### config.mk
export PLATFORM = sky130hd
export DESIGN_NAME = srpc_front
export DESIGN_NICKNAME = d
export VERILOG_FILES = /design/src/sv/sorted_range_prime_counter_defines.svh /design/src/sv/srpc_pkg.sv /design/src/sv/srpc_front.sv
export SDC_FILE = /design/constraint.sdc
export NUM_CORES = 1
export LEC_CHECK = 0
export BUFFER_PORTS_ARGS = -buffer_cell sky130_fd_sc_hd__buf_2
export CAP_MARGIN = 30
export CORE_MARGIN = 2
export CORE_UTILIZATION = 55
export DETAILED_ROUTE_END_ITERATION = 10
export GPL_ROUTABILITY_DRIVEN = 0
export PLACE_DENSITY_LB_ADDON = 0.2
export SLEW_MARGIN = 10
export SYNTH_ARGS = -nofsm -noshare
export SYNTH_HDL_FRONTEND = slang
export SYNTH_SLANG_ARGS = --single-unit
### constraint.sdc
create_clock -name clock -period 3.5 [get_ports clock]
set_input_delay 0.175 -clock clock [delete_from_list [all_inputs] [get_ports clock]]
set_output_delay 0.175 -clock clock [all_outputs]
set_load 0.05 [all_outputs]
### src/sv/sorted_range_prime_counter_defines.svh
// assertion macros for the sorted range prime counter
`ifndef SORTED_RANGE_PRIME_COUNTER_DEFINES_SVH
`define SORTED_RANGE_PRIME_COUNTER_DEFINES_SVH

// property that must hold when not in reset
`define SRPC_ASSERT(label, clk, rst, prop, msg) \
   label: assert property (@(posedge clk) disable iff (rst) (prop)) else $error(msg);

// property that must hold on every clock, reset included
`define SRPC_ASSERT_ALWAYS(label, clk, prop, msg) \
   label: assert property (@(posedge clk) (prop)) else $error(msg);

`endif

### src/sv/srpc_pkg.sv
package srpc_pkg;

   localparam int unsigned STORE_DEPTH_DEFAULT = 1024;
   localparam int unsigned VALUE_LIMIT_DEFAULT = 65536;
   localparam int unsigned VALUE_W = 16;
   localparam int unsigned COUNT_W = 11;
   localparam int unsigned QUEUE_DEPTH = 2;

   localparam logic CMD_LOAD  = 1'b0;
   localparam logic CMD_QUERY = 1'b1;

   // back end sequencer states
   typedef enum logic [3:0] {
      BE_SIEVE_INIT,
      BE_SIEVE_OUTER,
      BE_SIEVE_CHECK,
      BE_SIEVE_INNER,
      BE_IDLE,
      BE_SRCH_RD,
      BE_SRCH_CMP,
      BE_CHK_RD,
      BE_CHK_CMP,
      BE_WALK_RD,
      BE_WALK_PRM,
      BE_WALK_CMP,
      BE_OUT
   } be_state_type;

   // one queued transaction from the front part to the back part
   typedef struct packed {
      logic               query;
      logic [VALUE_W-1:0] value;
      logic [VALUE_W-1:0] range_low;
      logic [VALUE_W-1:0] range_high;
   } item_type;

endpackage

### src/sv/srpc_front.sv
module srpc_front #(
   parameter int unsigned QUEUE_DEPTH = srpc_pkg::QUEUE_DEPTH
) (
   input  logic                           clock,
   input  logic                           reset,
   input  logic                           req_valid,
   output logic                           req_stall,
   input  logic                           req_command,
   input  logic [srpc_pkg::VALUE_W-1:0]   req_value,
   input  logic [srpc_pkg::VALUE_W-1:0]   req_range_low,
   input  logic [srpc_pkg::VALUE_W-1:0]   req_range_high,
   output logic                           q_valid,
   output srpc_pkg::item_type             q_item,
   input  logic                           q_pop
);

   localparam int unsigned PTR_W = $clog2(QUEUE_DEPTH);

   srpc_pkg::item_type slot_ff [QUEUE_DEPTH];
   logic [PTR_W-1:0] wr_ptr_ff, wr_ptr_in, rd_ptr_ff, rd_ptr_in;
   logic [PTR_W:0]   fill_ff, fill_in;
   logic             push;

   assign req_stall = (fill_ff == (PTR_W+1)'(QUEUE_DEPTH));
   assign push      = req_valid && !req_stall;
   assign q_valid   = (fill_ff != '0);
   assign q_item    = slot_ff[rd_ptr_ff];

   // queue pointers
   always_comb begin
      wr_ptr_in = wr_ptr_ff;
      rd_ptr_in = rd_ptr_ff;
      fill_in   = fill_ff;
      if (push) begin
         wr_ptr_in = (wr_ptr_ff == PTR_W'(QUEUE_DEPTH-1)) ? '0 : wr_ptr_ff + 1'b1;
      end
      if (q_pop) begin
         rd_ptr_in = (rd_ptr_ff == PTR_W'(QUEUE_DEPTH-1)) ? '0 : rd_ptr_ff + 1'b1;
      end
      if (push && !q_pop) begin
         fill_in = fill_ff + 1'b1;
      end else if (!push && q_pop) begin
         fill_in = fill_ff - 1'b1;
      end
   end

   always_ff @(posedge clock) begin
      if (reset) begin
         wr_ptr_ff <= '0;
         rd_ptr_ff <= '0;
         fill_ff   <= '0;
      end else begin
         wr_ptr_ff <= wr_ptr_in;
         rd_ptr_ff <= rd_ptr_in;
         fill_ff   <= fill_in;
      end
   end

   // classify and store the transaction
   always_ff @(posedge clock) begin
      if (push) begin
         slot_ff[wr_ptr_ff].query      <= (req_command == srpc_pkg::CMD_QUERY);
         slot_ff[wr_ptr_ff].value      <= req_value;
         slot_ff[wr_ptr_ff].range_low  <= req_range_low;
         slot_ff[wr_ptr_ff].range_high <= req_range_high;
      end
   end

endmodule

==> impl_metrics.json <==
{
  "syn-num-nets": 231,
  "postRouteWirelength_um": 6480,
  "portBuffers": 103,
  "dpl.hpwl_um": 3820,
  "drive_gt1_share_pct": 52.4,
  "slew_violations": 0,
  "cp_num_buf_inv": 2,
  "tightestPinTransition_ns": 0.787,
  "rsz0062_at_grt": "false",
  "cts_buffers": 9,
  "grt_use_total_pct": 17.4,
  "ys_ff_latch": 103,
  "min_period_ns": 2.27,
  "critical_path_class": "reg2out",
  "grt_pass1_wl_um": 9580,
  "arrival_ns": 2.09,
  "nFillCells": 415,
  "vias": 2064,
  "clk_latency_ns": 0.36,
  "cp.required_ns": 3.32,
  "power_frac_comb_pct": 23.4,
  "most-common-layout-cells": "103 x buf_2, 98 x edfxtp_1, 49 x mux2_2",
  "use_met3_pct": 4.10,
  "clockBufferDepth": 2,
  "cts_tree": "yes",
  "endpoint_kind": "output port",
  "htree_levels": 3,
  "async_flop_share_pct": 0,
  "yosys.area.top_type": "edfxtp_1",
  "grt_pass1_vias": 2078,
  "wire_per_inst_um": 15.6,
  "ir_drop_uv": 348,
  "synth_top_cell_area_share_pct": 78.5,
  "cts.clk_slew.worst_paths_ns": 0.09,
  "synth_edf_count": 98,
  "cap_violations": 0,
  "via_per_inst": 4.99,
  "start_util_pct": 56.1,
  "ys.flop_type": "edfxtp_1",
  "core_area_um2": 6680,
  "critPathLaunchType": "flip-flop",
  "grt_util_met2_pct": 31.5,
  "ant_nets": 0,
  "crit_family": "flip-flops",
  "nets": 383,
  "max_stage_delay_ns": 0.85,
  "die_y_um": 86.5,
  "synthDistinctLibCells": 17,
  "power_density_nw_per_um2": 606,
  "holdCritPathClass": "in2reg",
  "die_w_um": 86.5,
  "avgSynthCellArea_um2": 21.2,
  "drc_errors": 0,
  "setup_viol": 0,
  "skew_ns": 0.00924,
  "fin_crit_sh_pct": 64.8,
  "busiest_layer": "met2",
  "slowest_stage": "dfxtp_2",
  "antenna_found_initial": 0,
  "path_max_fanout": 32,
  "sw_frac_of_total_pct": 30.1,
  "met1_usage_pct": 18.9,
  "switching_power_uw": 908,
  "p_leak_uw": 0.00190,
  "die-area_um2": 7490,
  "outcome": "finished, final reports clean",
  "area_growth_pct": 32.8,
  "p_int_uw": 2110,
  "overflow": 0,
  "final.setup.tns_ns": 0,
  "synthTopCellsByArea": "edfxtp_1 79%, mux2_2 15%, dfxtp_1 2.7%",
  "ioPinCount": 104,
  "yosysWarnings": 0,
  "hold_slack_ns": 0.0149,
  "grt_max_degree": 33,
  "dr.pass1.iters": 4,
  "r2r_setup_slack_ns": 1.54,
  "pwr-share-clk_pct": 25.7,
  "pwr-share-seq_pct": 50.9,
  "max_slew_margin_pct": 47.5,
  "antennaDiodeCount": 0,
  "drtIter0Drc": 94,
  "final_common_cell": "buf_2",
  "cts_sinks": 103,
  "syn_inst": 177,
  "seq_area_frac_synth_pct": 81.2,
  "netlist_area_um2": 3750,
  "cp_cell_sequence": "buf_4 > mux2_2 > buf_2",
  "root_buffer": "clkbuf_8",
  "fp-row-count": 30,
  "finalHoldViolations": 0,
  "fmaxAchievable_mhz": 441
}
power groups by stage:
stage / logic [µW] / clock network [µW] / registers, µW
6_report: 706 / 776 / 1530
3_3_place_gp: 659 / 0 / 1560
5_1_grt: 742 / 839 / 1550
3_5_place_dp: 673 / 0 / 1560
2_1_floorplan: 529 / 0 / 1540
4_1_cts: 707 / 788 / 1540
worst reg2reg max path, stage by stage (launching register included):
cell and delay, ns:
dfxtp_1 0.42, nor2b_2 0.08, nor2_1 0.12, and2_2 0.58, buf_4 0.43
what timing repair did:
action	in CTS	in global routing
endpoints found under the hold margin	68	6
setup buffers	0	0
resized for setup	0	0
hold buffers	36	3
cell usage after synthesis (2+ instances only):
| cell | n |
|---|---|
| mux2_2 | 49 |
| dfxtp_1 | 5 |
| edfxtp_1 | 98 |
| or3_1 | 2 |
| buf_2 | 3 |
| xor2_1 | 2 |
| inv_1 | 3 |
| nor2_1 | 4 |
| a21oi_1 | 2 |
| o21ai_0 | 2 |
layer usage:
| metal | vias to the layer above | wire length [µm] |
|---|---|---|
| li1 | 989 | - |
| met1 | 995 | 2560 |
| met2 | 66 | 3490 |
| met3 | 14 | 298 |
| met4 | 0 | 138 |
| met5 | - | 0 |
per-stage QoR:
| step | utilization [%] | power, µW | instances | instance area (µm²) | setup slack (ns) |
|---|---|---|---|---|---|
| finish | 74.5 | 3020 | 414 | 4980 | 1.23 |
| global route | 74.5 | 3130 | 414 | 4980 | 1.12 |
| CTS | 74.0 | 3030 | 411 | 4950 | 1.20 |
| detailed placement | 65.5 | 2240 | 359 | 4370 | 1.49 |
| global placement | 65.2 | 2220 | 358 | 4350 | 1.49 |
| floorplan | - | 2070 | 177 | 3750 | 1.19 |
cell type report:
class	count	area (µm²)	area share, %
Inverter	3	11.3	0.226
Multi-Input combinational cell	66	661	13.3
Timing Repair Buffer	146	948	19.1
Clock inverter	6	85.1	1.71
Clock buffer	10	128	2.56
Sequential cell	103	3040	61.2
Tap cell	80	100	2.01
registers in the layout (all words and copies together) (netlist names), named ones only:
register,count
wr_ptr_ff,1
rd_ptr_ff,1
fill_ff,2
slot_ff,98
cells by family (layout without fill, tap and decap cells):
family          Yosys count  count (layout)  share of synthesized area, %
xor+xnor                  3               3                         0.701
fa+ha+maj                 1               1                         0.334
buf+inv                   8             165                          1.20
compound gates            4               4                         0.534
mux                      49              49                          14.7
simple gates              9               9                          1.30
flops                   103             103                          81.2
final timing paths:
kind | from | end | depth (start not counted)
worst min register to register | wr_ptr_ff | wr_ptr_ff | 2
worst min-delay path | req_range_low[12] | slot_ff[1][28] | 1
worst max-delay path | flip-flop | q_item[19] | 3
worst max register to register | fill_ff[0] | slot_ff[1][32] | 4
(Power assumes the default switching activity.)
